==> src/dwpid_pkg.sv <==
// ----------------------------------------------------------------------------
// dwpid_pkg: shared types and constants for the dual-wheel PID controller
// Widths, register indexes and the control and gain structs.
// ----------------------------------------------------------------------------
package dwpid_pkg;

  // Encoder count width, Q8.8 gain format and integral width.
  localparam int COUNT_WIDTH    = 16;
  localparam int GAIN_WIDTH     = 16;
  localparam int GAIN_FRAC_BITS = 8;
  localparam int SUM_WIDTH      = 32;
  localparam int DRIVE_WIDTH    = 16;

  // Error and delta carry one extra bit so the subtraction is exact.
  localparam int ERR_WIDTH  = COUNT_WIDTH + 1;
  // Raw integral sum before clamping.
  localparam int SUMX_WIDTH = ((SUM_WIDTH > ERR_WIDTH) ? SUM_WIDTH : ERR_WIDTH) + 1;
  // Widest product, and the accumulator of three products.
  localparam int PROD_WIDTH = ((SUM_WIDTH > ERR_WIDTH) ? SUM_WIDTH : ERR_WIDTH) + GAIN_WIDTH;
  localparam int ACC_WIDTH  = PROD_WIDTH + 2;
  // Integer part of the accumulator.
  localparam int SHIFT_WIDTH = ACC_WIDTH - GAIN_FRAC_BITS;

  // Configuration register indexes.
  localparam int CFG_IDX_WIDTH = 3;
  typedef enum logic [CFG_IDX_WIDTH-1:0] {
    CFG_LEFT_PROP   = 3'd0,
    CFG_LEFT_INTEG  = 3'd1,
    CFG_LEFT_DERIV  = 3'd2,
    CFG_RIGHT_PROP  = 3'd3,
    CFG_RIGHT_INTEG = 3'd4,
    CFG_RIGHT_DERIV = 3'd5
  } cfg_idx_t;

  // Gains of one wheel.
  typedef struct packed {
    logic signed [GAIN_WIDTH-1:0] kp;
    logic signed [GAIN_WIDTH-1:0] ki;
    logic signed [GAIN_WIDTH-1:0] kd;
  } gains_t;

  // Pipeline control from the sequencer to the datapaths.
  typedef struct packed {
    logic load_s1;  // input word captured into the input register
    logic valid_s1; // input register holds a word
    logic load_s2;  // error, integral and delta stage loads
    logic load_s3;  // product stage loads
    logic load_s4;  // result register loads
  } pipe_ctrl_t;

endpackage

==> src/dwpid_wheel.sv <==
// ----------------------------------------------------------------------------
// dwpid_wheel: PID datapath and loop state for one wheel
// Stage 2 forms error, clamped integral and delta; stage 3 the three
// products; stage 4 the floored, saturated drive and the clip flag.
// ----------------------------------------------------------------------------
module dwpid_wheel
  import dwpid_pkg::*;
(
  input  logic                   clk,
  input  logic                   rst_n,
  input  pipe_ctrl_t             ctrl,
  input  gains_t                 gains,
  input  logic [COUNT_WIDTH-1:0] target,
  input  logic [COUNT_WIDTH-1:0] count,
  output logic [DRIVE_WIDTH-1:0] drive,
  output logic                   clipped
);

  // Loop state. total_r also serves as the stage-2 integral operand: it is
  // written exactly when stage 2 loads, so it always matches that word.
  logic [SUM_WIDTH-1:0]   total_r, total_nxt;
  logic [COUNT_WIDTH-1:0] prev_r;

  // Stage 2
  logic [ERR_WIDTH-1:0] err_r, err_nxt;
  logic [ERR_WIDTH-1:0] delta_r, delta_nxt;
  logic                 iclip2_r, iclip2_nxt;
  logic [SUMX_WIDTH-1:0] sum_x;
  logic [SUMX_WIDTH-SUM_WIDTH:0] sum_hi;

  // Stage 3
  logic signed [PROD_WIDTH-1:0] prop_r, prop_nxt;
  logic signed [PROD_WIDTH-1:0] integ_r, integ_nxt;
  logic signed [PROD_WIDTH-1:0] deriv_r, deriv_nxt;
  logic                         iclip3_r;

  // Stage 4
  logic signed [ACC_WIDTH-1:0]   acc;
  logic        [SHIFT_WIDTH-1:0] whole;
  logic [SHIFT_WIDTH-DRIVE_WIDTH:0] whole_hi;
  logic                   dsat;
  logic [DRIVE_WIDTH-1:0] drive_r, drive_nxt;
  logic                   clip_r, clip_nxt;

  always_comb begin
    err_nxt   = {target[COUNT_WIDTH-1], target} - {count[COUNT_WIDTH-1], count};
    delta_nxt = {count[COUNT_WIDTH-1], count} - {prev_r[COUNT_WIDTH-1], prev_r};
    sum_x = {{(SUMX_WIDTH-SUM_WIDTH){total_r[SUM_WIDTH-1]}}, total_r}
          + {{(SUMX_WIDTH-ERR_WIDTH){err_nxt[ERR_WIDTH-1]}}, err_nxt};
    sum_hi = sum_x[SUMX_WIDTH-1:SUM_WIDTH-1];
    iclip2_nxt = !((&sum_hi) || !(|sum_hi));
    if (iclip2_nxt) begin
      total_nxt = sum_x[SUMX_WIDTH-1] ? {1'b1, {(SUM_WIDTH-1){1'b0}}}
                                      : {1'b0, {(SUM_WIDTH-1){1'b1}}};
    end else begin
      total_nxt = sum_x[SUM_WIDTH-1:0];
    end
  end

  always_comb begin
    prop_nxt  = PROD_WIDTH'(gains.kp) * PROD_WIDTH'($signed(err_r));
    integ_nxt = PROD_WIDTH'(gains.ki) * PROD_WIDTH'($signed(total_r));
    deriv_nxt = PROD_WIDTH'(gains.kd) * PROD_WIDTH'($signed(delta_r));
  end

  always_comb begin
    acc = ACC_WIDTH'(prop_r) + ACC_WIDTH'(integ_r) - ACC_WIDTH'(deriv_r);
    // Dropping the fraction bits of a two's complement value is a floor.
    whole    = acc[ACC_WIDTH-1:GAIN_FRAC_BITS];
    whole_hi = whole[SHIFT_WIDTH-1:DRIVE_WIDTH-1];
    dsat     = !((&whole_hi) || !(|whole_hi));
    if (dsat) begin
      drive_nxt = whole[SHIFT_WIDTH-1] ? {1'b1, {(DRIVE_WIDTH-1){1'b0}}}
                                       : {1'b0, {(DRIVE_WIDTH-1){1'b1}}};
    end else begin
      drive_nxt = whole[DRIVE_WIDTH-1:0];
    end
    clip_nxt = iclip3_r || dsat;
  end

  always_ff @(posedge clk) begin
    if (!rst_n) begin
      total_r <= '0;
      prev_r  <= '0;
    end else if (ctrl.load_s2) begin
      total_r <= total_nxt;
      prev_r  <= count;
    end
  end

  always_ff @(posedge clk) begin
    if (ctrl.load_s2) begin
      err_r    <= err_nxt;
      delta_r  <= delta_nxt;
      iclip2_r <= iclip2_nxt;
    end
    if (ctrl.load_s3) begin
      prop_r   <= prop_nxt;
      integ_r  <= integ_nxt;
      deriv_r  <= deriv_nxt;
      iclip3_r <= iclip2_r;
    end
    if (ctrl.load_s4) begin
      drive_r <= drive_nxt;
      clip_r  <= clip_nxt;
    end
  end

  assign drive   = drive_r;
  assign clipped = clip_r;

endmodule

==> config.mk <==
export PLATFORM = sky130hd
export DESIGN_NAME = dwpid_wheel
export DESIGN_NICKNAME = d
export VERILOG_FILES = /design/src/dwpid_pkg.sv /design/src/dwpid_wheel.sv
export SDC_FILE = /design/constraint.sdc
export NUM_CORES = 2
export LEC_CHECK = 0
export BUFFER_PORTS_ARGS = -buffer_cell sky130_fd_sc_hd__buf_4
export CORE_MARGIN = 2
export CORE_UTILIZATION = 35
export CTS_CLUSTER_DIAMETER = 60
export DETAILED_ROUTE_END_ITERATION = 10
export HOLD_SLACK_MARGIN = 0.06
export SYNTH_ARGS = -nofsm -noshare
export SYNTH_HDL_FRONTEND = slang
export SYNTH_SLANG_ARGS = --single-unit
==> constraint.sdc <==
create_clock -name clk -period 6.6 [get_ports clk]
set_input_delay 0.66 -clock clk [delete_from_list [all_inputs] [get_ports clk]]
set_output_delay 0.66 -clock clk [all_outputs]
set_load 0.02 [all_outputs]
# == After elaboration in Yosys (flattened, before gate mapping) ==
# Index checks and enable logic that the tools add are counted.
# word_totals
register_bits,215
input_bits,87
# classes
add_sub_neg,5
multipliers,3
muxes,4
reduce_logical,11
# ops
cell,count
$mul A16 B17 Y33,2
$mux W32,2
$sub A49 B33 Y50,1
$add A33 B48 Y49,1
$mul A16 B32 Y48,1
$sub A16 B16 Y17,2
$add A32 B17 Y33,1
$mux W16,2
$reduce_and A27 Y1,1
$reduce_or A27 Y1,1
$logic_not A1 Y1,4
$logic_or A1 B1 Y1,3
$reduce_and A2 Y1,1
$reduce_or A2 Y1,1

# == Depth between registers and ports, before layout ==
# logic_depth
ltp_word,7
ltp_mapped,29
ltp_nobuf,28

# == Worst setup path after synthesis ==
# Ideal clock, no wire load.
# synth_timing
kind,in2reg
startpoint,input gains[23] (netlist bit)
endpoint,register integ_r[43] (data pin)
t_arrival_ps,6673
t_required_ps,6335
setup_slack_ps,-338
path_stages,26
path_buffers,1
cell_sequence,clkbuf_1 > nand2_1 > fa_1 > inv_1 > fa_1 > inv_1 > fa_1 > inv_1 > fa_1 > fa_1 > inv_1 > fa_1 > inv_1 > ha_1 > a21o_1 > a21o_1 > a211o_1 > a31o_2 > a31oi_1 > a2111oi_0 > o2111ai_1 > a21boi_0 > o21a_1 > nor2_1 > o21ai_0 > xor2_1
# synth_between
elab_chain_len,1
# synth_lines
item,line_no,rtl
start: declaration,dwpid_wheel.sv:12,"input gains_t gains,"
$mul A16 B32 Y48,dwpid_wheel.sv:62,integ_nxt = PROD_WIDTH'(gains.ki) * PROD_WIDTH'($signed(total_r));
net integ_nxt[43],dwpid_wheel.sv:33,"logic signed [PROD_WIDTH-1:0] integ_r, integ_nxt;"
end signal: assignment,dwpid_wheel.sv:99,integ_r <= integ_nxt;
end: declaration,dwpid_wheel.sv:33,
# The timed path passes the listed nets, and every way through them passes these cells.
# A chain may end at the register's enable or synchronous reset.

# == Worst setup path after layout ==
# layout_timing
startpoint,register total_r[5]
endpoint,register integ_r[42] (data pin)
# layout_between
elab_chain_len,1
# layout_lines
item,line_no,rtl
start: declaration,dwpid_wheel.sv:21,"logic [SUM_WIDTH-1:0] total_r, total_nxt;"
start signal: assignment,dwpid_wheel.sv:86,total_r <= total_nxt;
$mul A16 B32 Y48,dwpid_wheel.sv:62,
net integ_nxt[42],dwpid_wheel.sv:33,
# The timed path passes the listed nets, and every way through them passes these cells.

==> out/qor.txt <==
Status: complete, no violations
Syn Area/Cell: 9.14 sq um
Gpl congestion: 0.915
Final Skew: 0.0317 ns
Clk slew on worst S/H paths: 0.06 ns
First-pass GRT wire length: 228,000 um
Hold endpoint: prev_r[5]
Synth area leader: fa_1
FILL cells: 14,547
Avg WL per Cell: 17.0 um
Synthesis-stage register bit count: 215
I/O pin count: 104
Routed Antenna Nets: 0
Insertion delay to the later sink of the worst-skew pair: 0.59 ns
Pin count of the biggest net entering global routing: 62
CTS Root Cell: clkbuf_16
Critical path class: flip-flop to flip-flop
Unrepaired setup endpoints after global routing: yes
Most frequent cells in the layout: 1,426 x inv_1, 1,076 x fa_1, 683 x nand2_1, 563 x buf_4, 421 x and2_1
Total Wirelength: 138,000 um
Ranking of synthesized cells by area: fa_1 42%, inv_1 10%, edfxtp_1 9.6%
CP Buf/Inv Count: 5
Fmax: 0.155 GHz
Top delay family on crit path: adder cells
Ys Warns: 0
CTS tree: built
Hold crit path type: input pin to flip-flop
Via density: 4.78
Die H: 391 um
Post-Synth XOR/XNOR Area: 3.45%
Max-slew violation count: 0
Nets@finish: 7,739
Synth Area in Adders: 51.2%
Worst slew pin tran: 0.976 ns
Worst path required time: 6.92 ns
Worst Hold Depth: 3
Post-synth EDFFs: 167
Syn nets: 7,298
Num CTS Buffers: 35
Row cnt: 141
Syn-to-layout area delta: 16.0%
Reg2reg start: total_r[5]
Die area: 0.153 sq mm
Yosys top cell area share: 41.6%
Area of the multi-input gates: 0.0409 sq mm
Initial core utilization: 35.3%
Post-synthesis sequential area ratio: 11.4%
DRC: 0
GRT overflow: 0
Largest family of logic cells by synthesized area: adder cells
Crit path capture type: flip-flop
Worst r2r dst: integ_r[42]
CP startpoint kind: flip-flop
Distinct cells, synth: 83
Share of cells above drive strength 1: 13.1%
Top_reg_cell synth: edfxtp_1
Die X: 391 um
Synth Area in Compound Gates: 7.97%
Post-synthesis mux area share: 0.423%
Tcrit/Tclk final: 97.6%
Initial antenna violation count: 6
PortBufs: 101
Gr usage total: 18.8%
Total of max-cap violations: 0
Slew margin rel.: 34.8%
Hpwl dp: 120,000 um
Synth Cell Area: 0.0524 sq mm
Final Hold Viols: 0
Core ar.: 0.148 sq mm
Hold_sp: count[5]
Pre-antenna DRT Iters: 5
Via count: 38,902
DR iter-0 viols: 1,957
Critical Path Fanout Max: 5
Sum of negative setup slack: 0 ns
H-tree depth: 2
Clk buf depth: 3
Critical Path Slowest Stage Cell: fa_2
FF+latch area: 0.00603 sq mm
Most common cell after layout, fill and taps aside: inv_1
CP most frequent cell: fa_1
Async set-or-reset flop fraction in the synthesized netlist: 0%
Post-synthesis cell count: 5,728
Vias in the first global route: 42,183
CP arrival: 6.76 ns
Final setup viols: 0
Fin crit period: 6.44 ns
R2r worst-path depth: 25
Crit-path max cell delay: 0.61 ns
Flop-to-flop setup slack: 0.16 ns
Post-Synth Simple-Gate Area: 13.9%
Sink Count: 215
-- metrics by stage --
step	instances	setup slack, ns	util [%]	hold WS, ns	instance area, sq um
after detailed placement	8041	-0.655	39.6	0.505	58600
after global placement	8041	-0.647	39.6	0.497	58600
after floorplan	5728	-0.0264	-	0.400	52400
after global routing	8130	-0.0801	41.0	0.385	60700
after CTS	8114	-0.0113	40.5	0.361	60000
final	8132	0.160	41.0	0.392	60700
-- layer usage --
metal  part of all wire [%]  vias to the layer above  global-route usage (%)
met2                     49                      844                    32.0
met4                    3.1                        0                    5.69
li1                       -                    18197                       -
met3                    4.5                      176                    2.01
met1                     44                    19685                    25.3
met5                      0                        -                       0
-- state kept, by name, summed over array words and instances (netlist names), 16 cells and up --
name,count
integ_r,48
deriv_r,33
prop_r,33
total_r,32
delta_r,17
err_r,17
drive,16
prev_r,16
-- worst max-delay path by stage --
| stage | from | cells after the start | slack [ns] | endpoint |
|---|---|---|---|---|
| final | total_r[5] | 25 | 0.16 | integ_r[42] |
| after global routing | total_r[5] | 26 | -0.08 | integ_r[36] |
| after CTS | total_r[15] | 27 | -0.01 | integ_r[42] |
| after detailed placement | gains[19] | 26 | -0.65 | integ_r[43] |
| after global placement | gains[19] | 25 | -0.65 | integ_r[46] |
| after floorplan | gains[20] | 24 | -0.03 | integ_r[47] |
-- tightest hold or removal path: cells and delay by family --
family,cells,cell delay (ns)
mux,1,0.06
buf+inv,1,0.10
simple gates,1,0.09
-- timing repair --
item,CTS,global route
endpoints found under the setup margin,15,24
resized for setup,30,147
hold buffers,0,0
gates cloned,0,3
setup buffers,10,12
pin swaps,8,77
-- cells by family after synthesis --
logic type,after synthesis
buf+inv,1626
simple gates,1503
fa+ha+maj,1491
compound gates,665
flops,215
xor+xnor,206
mux,22
-- Yosys cell counts, drive strengths merged (21+ instances only) --
master and n:
clkbuf 185, mux2i 21, fa 1088, inv 1434, dfxtp 48, nor2 156
nor3 29, nand3 38, edfxtp 167, nand2b 35, xor2 56, a21oi 232
a21o 75, ha 395, o21ai 166, nand2 688, nand4 24, and3 22
o21bai 32, and2 429, xnor2 150, nor2b 33
-- cell type report --
cell class                      count  share of cell area (%)
Antenna cell                        7                  0.0288
Sequential cell                   215                    9.93
Multi-Input combinational cell   3887                    67.3
Timing Repair Buffer              595                    7.88
Clock inverter                     23                   0.465
Inverter                         1435                    8.87
Tap cell                         1930                    3.98
Clock buffer                       40                    1.51
Power is left out: the tool's default activity adds up to more than one toggle a clock period on the data nets, which glitch-free logic cannot reach.
