[config.mk]
export PLATFORM = sky130hd
export DESIGN_NAME = dwpid_pipe_ctrl
export DESIGN_NICKNAME = d
export VERILOG_FILES = /design/src/dwpid_pkg.sv /design/src/dwpid_pipe_ctrl.sv
export SDC_FILE = /design/constraint.sdc
export NUM_CORES = 1
export LEC_CHECK = 0
export BUFFER_PORTS_ARGS = -buffer_cell sky130_fd_sc_hd__buf_2
export CAP_MARGIN = 20
export CORE_AREA = 2 2 39 41
export DETAILED_ROUTE_END_ITERATION = 10
export DIE_AREA = 0 0 41 43
export PLACE_DENSITY_LB_ADDON = 0.05
export SYNTH_ARGS = -nofsm -noshare
export SYNTH_HDL_FRONTEND = slang
export SYNTH_SLANG_ARGS = --single-unit
[constraint.sdc]
create_clock -name clk -period 0.9 [get_ports clk]
set_input_delay 0.045 -clock clk [delete_from_list [all_inputs] [get_ports clk]]
set_output_delay 0.045 -clock clk [all_outputs]
set_load 0.005 [all_outputs]
[src/dwpid_pkg.sv]
// ----------------------------------------------------------------------------
// dwpid_pkg: shared types and constants for the dual-wheel PID controller
// Widths, register indexes and the control and gain structs.
// ----------------------------------------------------------------------------
package dwpid_pkg;

  // Encoder count width, Q8.8 gain format and integral width.
  localparam int COUNT_WIDTH    = 16;
  localparam int GAIN_WIDTH     = 16;
  localparam int GAIN_FRAC_BITS = 8;
  localparam int SUM_WIDTH      = 32;
  localparam int DRIVE_WIDTH    = 16;

  // Error and delta carry one extra bit so the subtraction is exact.
  localparam int ERR_WIDTH  = COUNT_WIDTH + 1;
  // Raw integral sum before clamping.
  localparam int SUMX_WIDTH = ((SUM_WIDTH > ERR_WIDTH) ? SUM_WIDTH : ERR_WIDTH) + 1;
  // Widest product, and the accumulator of three products.
  localparam int PROD_WIDTH = ((SUM_WIDTH > ERR_WIDTH) ? SUM_WIDTH : ERR_WIDTH) + GAIN_WIDTH;
  localparam int ACC_WIDTH  = PROD_WIDTH + 2;
  // Integer part of the accumulator.
  localparam int SHIFT_WIDTH = ACC_WIDTH - GAIN_FRAC_BITS;

  // Configuration register indexes.
  localparam int CFG_IDX_WIDTH = 3;
  typedef enum logic [CFG_IDX_WIDTH-1:0] {
    CFG_LEFT_PROP   = 3'd0,
    CFG_LEFT_INTEG  = 3'd1,
    CFG_LEFT_DERIV  = 3'd2,
    CFG_RIGHT_PROP  = 3'd3,
    CFG_RIGHT_INTEG = 3'd4,
    CFG_RIGHT_DERIV = 3'd5
  } cfg_idx_t;

  // Gains of one wheel.
  typedef struct packed {
    logic signed [GAIN_WIDTH-1:0] kp;
    logic signed [GAIN_WIDTH-1:0] ki;
    logic signed [GAIN_WIDTH-1:0] kd;
  } gains_t;

  // Pipeline control from the sequencer to the datapaths.
  typedef struct packed {
    logic load_s1;  // input word captured into the input register
    logic valid_s1; // input register holds a word
    logic load_s2;  // error, integral and delta stage loads
    logic load_s3;  // product stage loads
    logic load_s4;  // result register loads
  } pipe_ctrl_t;

endpackage

[src/dwpid_pipe_ctrl.sv]
// ----------------------------------------------------------------------------
// dwpid_pipe_ctrl: valid and stall sequencing for the four-stage pipeline
// Each stage moves forward when the stage after it is empty or moving.
// ----------------------------------------------------------------------------
module dwpid_pipe_ctrl
  import dwpid_pkg::*;
(
  input  logic       clk,
  input  logic       rst_n,
  input  logic       in_valid,
  output logic       in_stall,
  input  logic       out_stall,
  output logic       out_valid,
  output pipe_ctrl_t ctrl
);

  logic v1_r, v2_r, v3_r, v4_r;
  logic v1_nxt, v2_nxt, v3_nxt, v4_nxt;
  logic rdy1, rdy2, rdy3, rdy4;
  logic ld1, ld2, ld3, ld4;

  always_comb begin
    rdy4 = !v4_r || !out_stall;
    ld4  = v3_r && rdy4;
    rdy3 = !v3_r || ld4;
    ld3  = v2_r && rdy3;
    rdy2 = !v2_r || ld3;
    ld2  = v1_r && rdy2;
    rdy1 = !v1_r || ld2;
    ld1  = in_valid && rdy1;

    v1_nxt = ld1 || (v1_r && !ld2);
    v2_nxt = ld2 || (v2_r && !ld3);
    v3_nxt = ld3 || (v3_r && !ld4);
    v4_nxt = ld4 || (v4_r && out_stall);
  end

  always_ff @(posedge clk) begin
    if (!rst_n) begin
      v1_r <= 1'b0;
      v2_r <= 1'b0;
      v3_r <= 1'b0;
      v4_r <= 1'b0;
    end else begin
      v1_r <= v1_nxt;
      v2_r <= v2_nxt;
      v3_r <= v3_nxt;
      v4_r <= v4_nxt;
    end
  end

  assign in_stall      = !rdy1;
  assign out_valid     = v4_r;
  assign ctrl.load_s1  = ld1;
  assign ctrl.valid_s1 = v1_r;
  assign ctrl.load_s2  = ld2;
  assign ctrl.load_s3  = ld3;
  assign ctrl.load_s4  = ld4;

endmodule

# After elaboration in Yosys (flattened, before gate mapping)
# Index checks and enable logic that the tools add are counted.
# word_totals
ff_bits,4
output_inout_bits,7
word_cells,29
in_bits,4
# op_classes
n_reduce_logical,25
# ops
op,n
$logic_not A1 Y1,9
$logic_and A1 B1 Y1,8
$logic_or A1 B1 Y1,8

# Longest topological paths before layout
# Gate-level depths: netlist of run 1.
# depth
word_depth,10
depth_mapped,3
ltp_nobuf,2

# Worst setup path before layout of run 1
# No wires, ideal clock.
# synth_path
path_kind,register to output
startpoint,register v4_r (netlist: out_valid)
endpoint,output port ctrl[4] in the netlist's numbering
arrival_time_ns,0.789
t_required_ns,0.855
slack_ns,0.066
n_path_buf,1
path_stages_with_launch,4
path_cell_list,dfxtp_1 > and4_1 > a21boi_1 > buf_4
# synth_between
elab_chain_cells,9
# synth_rtl
item,line,source
"start, declared",dwpid_pipe_ctrl.sv:17,"logic v1_r, v2_r, v3_r, v4_r;"
"start signal, assigned",dwpid_pipe_ctrl.sv:48,v4_r <= v4_nxt;
$logic_not A1 Y1,dwpid_pipe_ctrl.sv:23,rdy4 = !v4_r || !out_stall;
$logic_or A1 B1 Y1,dwpid_pipe_ctrl.sv:23,
$logic_and A1 B1 Y1,dwpid_pipe_ctrl.sv:24,ld4 = v3_r && rdy4;
$logic_or A1 B1 Y1,dwpid_pipe_ctrl.sv:25,rdy3 = !v3_r || ld4;
$logic_and A1 B1 Y1,dwpid_pipe_ctrl.sv:26,ld3 = v2_r && rdy3;
$logic_or A1 B1 Y1,dwpid_pipe_ctrl.sv:27,rdy2 = !v2_r || ld3;
$logic_and A1 B1 Y1,dwpid_pipe_ctrl.sv:28,ld2 = v1_r && rdy2;
$logic_or A1 B1 Y1,dwpid_pipe_ctrl.sv:29,rdy1 = !v1_r || ld2;
$logic_and A1 B1 Y1,dwpid_pipe_ctrl.sv:30,ld1 = in_valid && rdy1;
"end, declared",dwpid_pipe_ctrl.sv:14,output pipe_ctrl_t ctrl
# Every way passes these cells.

# Worst setup path after layout of run 1
# layout_path
startpoint,register v4_r (netlist: out_valid)
endpoint,output port in_stall
# layout_between
elab_chain_cells,9
# layout_rtl
item,line,source
$logic_not A1 Y1,dwpid_pipe_ctrl.sv:23,
$logic_or A1 B1 Y1,dwpid_pipe_ctrl.sv:23,
$logic_and A1 B1 Y1,dwpid_pipe_ctrl.sv:24,
$logic_or A1 B1 Y1,dwpid_pipe_ctrl.sv:25,
$logic_and A1 B1 Y1,dwpid_pipe_ctrl.sv:26,
$logic_or A1 B1 Y1,dwpid_pipe_ctrl.sv:27,
$logic_and A1 B1 Y1,dwpid_pipe_ctrl.sv:28,
$logic_or A1 B1 Y1,dwpid_pipe_ctrl.sv:29,
$logic_not A1 Y1,dwpid_pipe_ctrl.sv:52,assign in_stall = !rdy1;
"end, declared",dwpid_pipe_ctrl.sv:11,"output logic in_stall,"
# Every way passes these cells.

==> metrics, run 1 <==
Syn Inst Count=24; NumNets Final=41; commonest cells after routing, fill and taps aside=8 x buf_2, 3 x clkbuf_4, 3 x dfxtp_2, 3 x buf_6; largest net degree at the start of global routing=7; power per cell area=1366 mW/mm²; HPWL after detailed placement=343.6 µm; min cycle time layout=1062 ps; minimum hold slack=32.20 ps; WS Path Type=flip-flop to output pin; critical path fanouts, max=4; vias=190; Hold WC Path Type=primary input to flip-flop; htree depth=1; synth unique cells=13; CTS tree=built; fmax=941.9 MHz; Seq pwr share=43.0%; via/cell ratio=3.725; post-route worst setup slack=-161.7 ps; failing checks=setup timing; CP Launch Type=flip-flop; combinational fraction of design power=10.3%; area leader, netlist=dfxtp_1; area growth from synthesis to layout=53.85%; critical path required time=850 ps; Final Skew=0.1101 ps; post-place setup slack=1.675 ps; clk slew on worst S/H paths=30 ps; Worst Max-Slew Pin Slew=108.4 ps; vias in the first global route=176; Synth Net Count=28; Clk Tree Root Cell=clkbuf_4; Sw Ratio=19.02%; buffers added on ports=10; first-pass GRT wire length=703 µm; DR pass1 iterations=2; LEAKAGE=0.1530 nW; Total Routing Usage GR=6.526%; NetSw=0.00008452 W; Final Hold Fails=0; Routed Antenna Nets=0; Cell Area, Synth=211.5 µm²; Post-CTS Hold Buffers=0; GPL Wtd Cong=0.5989; Routed WL=412 µm; commonest non-fill, non-tap cell in the layout=buf_2; row cnt=14; Synth area leaders=dfxtp_1 38%, buf_4 18%, o21a_1 7.1%; antenna fix cells=0; CP endpoint kind=output pin; Max clock buf depth=2; DR iter-0 viols=2; initial antenna violation count=0; P_int=0.0003599 W; peak supply drop=0.3241 mV; remaining routing DRC violations=0; period utilization=118.0%; Yosys top cell area share=37.87%; wire per inst=8.078 µm; die width=41 µm; Clock power frac=46.7%; final setup vio count=6; I/O pin cnt=11; Die Ht=43 µm; Skew-Pair Late Insertion Delay=220 ps; Final Max Slew Viols=0; Max-slew headroom=92.75%; status=finished with violations; layout cell share with drive strength beyond 1=68.57%; Max-Cap Viols=0; RSZ-0062 raised after global routing=yes; CP Data Arrival Time=1020 ps; post-synthesis sequential area ratio=37.87%; Yosys warnings=0; Core ar.=0.001384 mm²; TritonCTS Buffers=3; total global routing overflow=0; Starting Density=15.28%; Mapped Avg Cell Area=8.811 µm²; final core occ=23.51%; Yosys reg bits=4; clk sinks=4; die area=0.001763 mm²
[synth_stat cells]
cell type and instances:
a21boi_1 1, nand2_1 2, dfxtp_1 4, nor2b_1 2
and3_1 1, and4_1 1, o21a_1 2, a21oi_1 1
o21ai_1 1, buf_4 5, a21boi_0 1, and2_1 2
nand4_1 1
[metal layers]
layer / global-route usage [%] / wire, µm / up-vias
met2: 7.500 / 198 / 7
met1: 7.395 / 172 / 82
met4: 6.000 / 0 / 0
met5: 0 / 0 / -
li1: - / - / 101
met3: 4.712 / 41 / 0
[state kept, by name, summed over array words and instances, names as in the netlist]
name,cells
v3_r,1
out_valid,1
v1_r,1
v2_r,1
[cells by family after synthesis]
family / Yosys count / share of synthesized area, %
AO/OA/AOI/OAI: 6 / 18.93
buffers and inverters: 5 / 17.75
flip-flops: 4 / 37.87
AND/OR/NAND/NOR: 9 / 25.45
[area by class of cell]
type	instances	area (µm²)
Clock buffer	3	22.52
Fill cell	159	1059
Multi-Input combinational cell	15	106.4
Sequential cell	4	87.58
Tap cell	16	20.02
Timing Repair Buffer	13	88.84
[worst max-delay path, cell delays in order, from the launching register on]
cell,delay (ps)
dfxtp_2,330
and4_4,240
and2_4,140
buf_6,80
[final timing paths]
| check | cells after the start | slack (ps) | end | start |
|---|---|---|---|---|
| max | 3 | -160 | in_stall | out_valid |
| min | 3 | 30 | v1_r | in_valid |
| max reg2reg | 4 | 50 | out_valid | out_valid |
| min reg2reg | 2 | 480 | v1_r | v1_r |
[stage by stage]
| stage | cells | instance area (µm²) | power, W | TNS [ps] |
|---|---|---|---|---|
| global route | 51 | 325.3 | 0.0004832 | -1030 |
| finish | 51 | 325.3 | 0.0004444 | -683.8 |
| detailed placement | 45 | 244.0 | 0.0002305 | 0 |
| global placement | 45 | 244.0 | 0.0002303 | 0 |
| CTS | 50 | 291.5 | 0.0004544 | -656.3 |
| floorplan | 24 | 211.5 | 0.0002203 | 0 |
[repair_timing]
| item | 4_1_cts | 5_1_grt |
|---|---|---|
| pin swaps | 3 | 2 |
| setup buffers | 2 | 1 |
| resized for setup | 6 | 7 |
| endpoints found under the setup margin | 5 | 5 |
[power by group through the flow]
stage	clock network (W)	logic, W	registers [W]
after floorplan	0	0.0000272	0.000193
after global placement	0	0.0000358	0.000194
after detailed placement	0	0.0000358	0.000195
after CTS	0.000220	0.0000417	0.000193
after global routing	0.000238	0.0000528	0.000193
final	0.000208	0.0000458	0.000191
Note: power is estimated with default switching activity, not from simulation.
==> run 2, diff against run 1 <==
--- a/config.mk
+++ b/config.mk
@@ -9,2 +9,4 @@
 export CAP_MARGIN = 20
+export CELL_PAD_IN_SITES_DETAIL_PLACEMENT = 1
+export CELL_PAD_IN_SITES_GLOBAL_PLACEMENT = 1
 export CORE_AREA = 2 2 39 41
--- a/constraint.sdc
+++ b/constraint.sdc
@@ -3,2 +3,2 @@
 set_output_delay 0.045 -clock clk [all_outputs]
-set_load 0.005 [all_outputs]
+set_load 0.02 [all_outputs]
==> run 2 against run 1 <==
Compared with the run above:
- the flow still finishes with violations (setup timing)
- combinational power is 53% higher
- global-route usage is 0.80 points higher
- sequential share of layout area is 3.0 points lower
- non-clock buffer count is 3 higher
- critical endpoint unchanged
- sequential power hardly changed
- via count is 10% higher
- clock skew hardly changed
- critical path depth stayed put
- fmax is 3.2% lower
- worst setup slack worse by 36 ps
- largest cell class is now non-clock buffers
- critical path type unchanged
==> metrics, run 2 (same netlist as run 1, synthesis figures left out) <==
post-route worst setup slack=-197.2 ps (was -161.7 ps); Final Skew=0.5376 ps (was 0.1101 ps); Max-Cap Viols=0 (unchanged); Hold WC Path Type=primary input to flip-flop (unchanged); Critical Path Sink=in_stall (unchanged); Reg2Reg Depth=3 (was 4); FF-to-FF Start=v2_r (was out_valid); commonest non-fill, non-tap cell in the layout=buf_4 (was buf_2); cell count after placement=49 (was 45); layout cell share with drive strength beyond 1=73.68% (was 68.57%); DR iter-0 viols=0 (was 2); Layout Cells excl Fill=54 (was 51); Placed Instance Area=276.5 µm² (was 244.0 µm²); I/O pin cnt=11 (unchanged); final setup vio count=5 (was 6); clk slew on worst S/H paths=40 ps (was 30 ps); fillers=163 (was 159); Skew-Pair Late Insertion Delay=230 ps (was 220 ps); vias in the first global route=227 (was 176); via/cell ratio=3.870 (was 3.725); total global routing overflow=0 (unchanged); post-route cell area=366.6 µm² (was 325.3 µm²); Starting Density=15.28% (unchanged); area growth from synthesis to layout=73.37% (was 53.85%); critical path required time=850 ps (about the same); LEAKAGE=0.1696 nW (was 0.1530 nW); peak supply drop=0.3578 mV (was 0.3241 mV); Max-slew headroom=90.75% (was 92.75%); Critical path origin=out_valid (unchanged); Total Routing Usage GR=7.322% (was 6.526%); TritonCTS Buffers=3 (unchanged); Routed Antenna Nets=0 (unchanged); largest net degree at the start of global routing=7 (unchanged); buffers added on ports=10 (unchanged); DR pass1 iterations=1 (was 2); Die Ht=43 µm (unchanged); CP endpoint kind=output pin (unchanged); min cycle time layout=1097 ps (was 1062 ps); GPL Wtd Cong=0.6106 (was 0.5989); initial antenna violation count=0 (unchanged); worst reg2reg setup slack=0 ps (was 50 ps); WS Path Type=flip-flop to output pin (unchanged); Routed WL=540 µm (was 412 µm); die width=41 µm (unchanged); status=finished with violations (unchanged); commonest cells after routing, fill and taps aside=7 x buf_4, 5 x buf_2, 4 x buf_6 (was 8 x buf_2, 3 x clkbuf_4, 3 x dfxtp_2, 3 x buf_6); Final Max Slew Viols=0 (unchanged); RSZ-0062 raised after global routing=yes (unchanged); failing checks=setup timing (unchanged); clk sinks=4 (unchanged); hold path depth=3 (unchanged); Clk Tree Root Cell=clkbuf_4 (unchanged); vias=209 (was 190); Final Hold Fails=0 (unchanged); period utilization=121.9% (was 118.0%); Worst Max-Slew Pin Slew=137.6 ps (was 108.4 ps); NumNets Final=44 (was 41); CP Data Arrival Time=1050 ps (was 1020 ps); Max clock buf depth=2 (unchanged); remaining routing DRC violations=0 (unchanged); critical path fanouts, max=4 (unchanged); wire per inst=10.00 µm (was 8.078 µm); power per cell area=1314 mW/mm² (was 1366 mW/mm²); HPWL after detailed placement=434 µm (was 343.6 µm); row cnt=14 (unchanged); antenna fix cells=0 (unchanged); CP Launch Type=flip-flop (unchanged); worst hold start=in_valid (unchanged); Core ar.=0.001384 mm² (unchanged); CTS tree=built (unchanged); first-pass GRT wire length=834 µm (was 703 µm); Critical R2R Capture=v2_r (was out_valid); die area=0.001763 mm² (unchanged); fmax=911.4 MHz (was 941.9 MHz); htree depth=1 (unchanged); final core occ=26.49% (was 23.51%)
==> run 2: report_power, final <==
| part | leakage (nW) | total [W] | switching [W] | internal, W |
|---|---|---|---|---|
| clock | 0.0138 | 0.000220 | 0.0000710 | 0.000149 |
| sequential | 0.0347 | 0.000192 | 0.00000779 | 0.000184 |
| combinational | 0.121 | 0.0000700 | 0.0000326 | 0.0000374 |
==> run 2: final cells by class <==
class	instances	area (µm²)	share of cell area [%]
clock buffers	3	22.52	6.143
well taps	16	20.02	5.461
multi-input cells	15	113.9	31.06
flip-flops and latches	4	87.58	23.89
repair buffers	16	122.6	33.45
==> run 2: timing repair <==
item,4_1_cts,5_1_grt
resized for setup,8,11
hold buffers,0,0
pin swaps,2,3
cloned,0,0
endpoints found under the setup margin,5,8
setup buffers,2,0
==> run 2: through the flow <==
stage               TNS, ps  setup WS [ps]  hold slack (ps)  power [W]
floorplan                 0          17.07            159.6  0.0002340
global placement     -69.42         -60.22            280.8  0.0002516
detailed placement   -134.2         -97.90            268.1  0.0002528
CTS                  -988.4         -216.0            24.20  0.0004885
global route          -1065         -238.4            57.93  0.0005162
finish               -784.8         -197.2            34.61  0.0004817
==> run 2: worst min path at each step <==
stage | end
after CTS | v1_r
after global routing | v1_r
after detailed placement | v1_r
after global placement | v1_r
final | v1_r
after floorplan | v1_r
==> run 2: layer usage <==
layer / track usage (%) / part of all wire (%) / vias up
met3: 1.571 / 6.1 / 0
li1: - / - / 108
met4: 8.000 / 0 / 0
met5: 0 / 0 / -
met2: 11.56 / 51 / 7
met1: 6.731 / 43 / 94
==> run 2: worst max-delay path, stage by stage, from the launching register on <==
cell	delay, ps
dfxtp_2	340
and4_4	230
and2_4	140
buf_6	100
==> run 3, diff against run 2 <==
PLACE_DENSITY_LB_ADDON = 0.2   (was 0.05)
==> run 3 against run 2 <==
Compared with the run above:
- the run still ends with setup timing left
- flip-flop and latch count did not move
- sequential share of layout area rose by 3.0 points
- sequential power barely moved
- cell area fell by 12%
- wire length fell by 8.9%
==> metrics, run 3 (same netlist as run 1, synthesis figures left out) <==
status=finished with violations (unchanged); failing checks=setup timing (unchanged); Core ar.=0.001384 mm² (unchanged); final core occ=23.24% (was 26.49%); Starting Density=15.28% (unchanged); min cycle time layout=1091 ps (was 1097 ps); CP max-delay cell=dfxtp_4 (was dfxtp_2); Total Routing Usage GR=6.727% (was 7.322%); die width=41 µm (unchanged); Final Max Slew Viols=0 (unchanged); TritonCTS Buffers=3 (unchanged); final setup vio count=5 (unchanged); post-route worst setup slack=-191.5 ps (was -197.2 ps); area growth from synthesis to layout=52.07% (was 73.37%); largest net degree at the start of global routing=7 (unchanged); Routed WL=492 µm (was 540 µm); peak supply drop=0.4634 mV (was 0.3578 mV); Reg area=86.33 µm² (was 87.58 µm²); period utilization=121.3% (was 121.9%); Max-Cap Viols=0 (unchanged); fmax=916.2 MHz (was 911.4 MHz); Final Skew=0.01583 ps (was 0.5376 ps); antenna fix cells=0 (unchanged); commonest non-fill, non-tap cell in the layout=buf_4 (unchanged); fillers=176 (was 163); clk sinks=4 (unchanged); setup_tns=-763.1 ps (was -784.8 ps); Final Hold Fails=0 (unchanged); Max clock buf depth=2 (unchanged); commonest cells after routing, fill and taps aside=7 x buf_4, 6 x buf_2, 3 x clkbuf_4 (was 7 x buf_4, 5 x buf_2, 4 x buf_6); die area=0.001763 mm² (unchanged); NumNets Final=42 (was 44); Max-slew headroom=88.72% (was 90.75%); LEAKAGE=0.1556 nW (was 0.1696 nW); hold path depth=3 (unchanged); wire per inst=9.462 µm (was 10.00 µm); Worst Max-Slew Pin Slew=168.9 ps (was 137.6 ps); htree depth=1 (unchanged); vias in the first global route=199 (was 227); total global routing overflow=0 (unchanged); initial antenna violation count=0 (unchanged); crit-path cells=and4_4, and2_4, buf_6 (unchanged); DR pass1 iterations=2 (was 1); buffers added on ports=10 (unchanged); layout cell share with drive strength beyond 1=61.11% (was 73.68%); CP Launch Type=flip-flop (unchanged); Post-CTS Hold Buffers=0 (unchanged); WS Path Type=flip-flop to output pin (unchanged); DR iter-0 viols=1 (was 0); via/cell ratio=3.673 (was 3.870); slowest stage delay, CP=350 ps (was 340 ps); vias=191 (was 209); Routed Antenna Nets=0 (unchanged); row cnt=14 (unchanged); remaining routing DRC violations=0 (unchanged); clk slew on worst S/H paths=40 ps (about the same); critical path required time=850 ps (about the same); RSZ-0062 raised after global routing=yes (unchanged); GPL Wtd Cong=0.6805 (was 0.6106); I/O pin cnt=11 (unchanged); Reg2Reg Depth=3 (unchanged); Hold WC Path Type=primary input to flip-flop (unchanged); CP Data Arrival Time=1050 ps (about the same); Die Ht=43 µm (unchanged); multi-input logic area=98.84 µm² (was 113.9 µm²); critical path fanouts, max=5 (was 4); Skew-Pair Late Insertion Delay=230 ps (about the same); first-pass GRT wire length=752 µm (was 834 µm); Clk Tree Root Cell=clkbuf_4 (unchanged); CP endpoint kind=output pin (unchanged); power per cell area=1447 mW/mm² (was 1314 mW/mm²); CTS tree=built (unchanged)
-- run 3: through the flow --
| step | setup WS (ps) | total power, W | hold slack [ps] | cells | instance area, µm² |
|---|---|---|---|---|---|
| floorplan | 17.07 | 0.0002340 | 159.6 | 24 | 214.0 |
| global placement | -48.50 | 0.0002481 | 272.0 | 47 | 261.5 |
| detailed placement | -53.20 | 0.0002494 | 292.4 | 47 | 261.5 |
| CTS | -211.9 | 0.0004838 | 63.57 | 51 | 309.0 |
| global route | -216.9 | 0.0004863 | 90.59 | 52 | 321.6 |
| finish | -191.5 | 0.0004652 | 68.88 | 52 | 321.6 |
-- run 3: report_power, final --
| group | internal [W] | switching, W | total (W) | leakage [nW] |
|---|---|---|---|---|
| logic | 0.0000269 | 0.0000313 | 0.0000582 | 0.107 |
| clock network | 0.000149 | 0.0000679 | 0.000217 | 0.0138 |
| registers | 0.000183 | 0.00000694 | 0.000190 | 0.0344 |
-- run 3: worst max-delay path: cells and delay by family, from the launching register on --
kind,cells,cell delay [ps]
flip-flops,1,350
buffers and inverters,1,100
AND/OR/NAND/NOR,2,360
-- run 3: repair_timing --
item	CTS	global route
gates resized for setup	8	3
endpoints found under the hold margin	0	0
endpoints found under the setup margin	5	7
pin swaps	2	2
setup buffers	1	1
-- run 3: worst paths after layout --
kind	slack [ps]	from	end
worst max register to register	0	out_valid	v2_r
worst min register to register	520	v3_r	out_valid
worst min-delay path	70	in_valid	v1_r
worst max-delay path	-190	out_valid	in_stall
-- run 3: routing by layer --
layer / GRT usage (%) / up-vias / wire length (µm)
li1: - / 103 / -
met1: 7.074 / 83 / 212
met5: 0 / - / 0
met4: 8.000 / 0 / 0
met2: 9.375 / 5 / 245
met3: 1.571 / 0 / 34
-- run 3: area by class of cell --
class / count / share of cell area (%)
clock buffers: 3 / 7.004
multi-input cells: 15 / 30.74
flip-flops and latches: 4 / 26.85
well taps: 16 / 6.226
repair buffers: 14 / 29.18
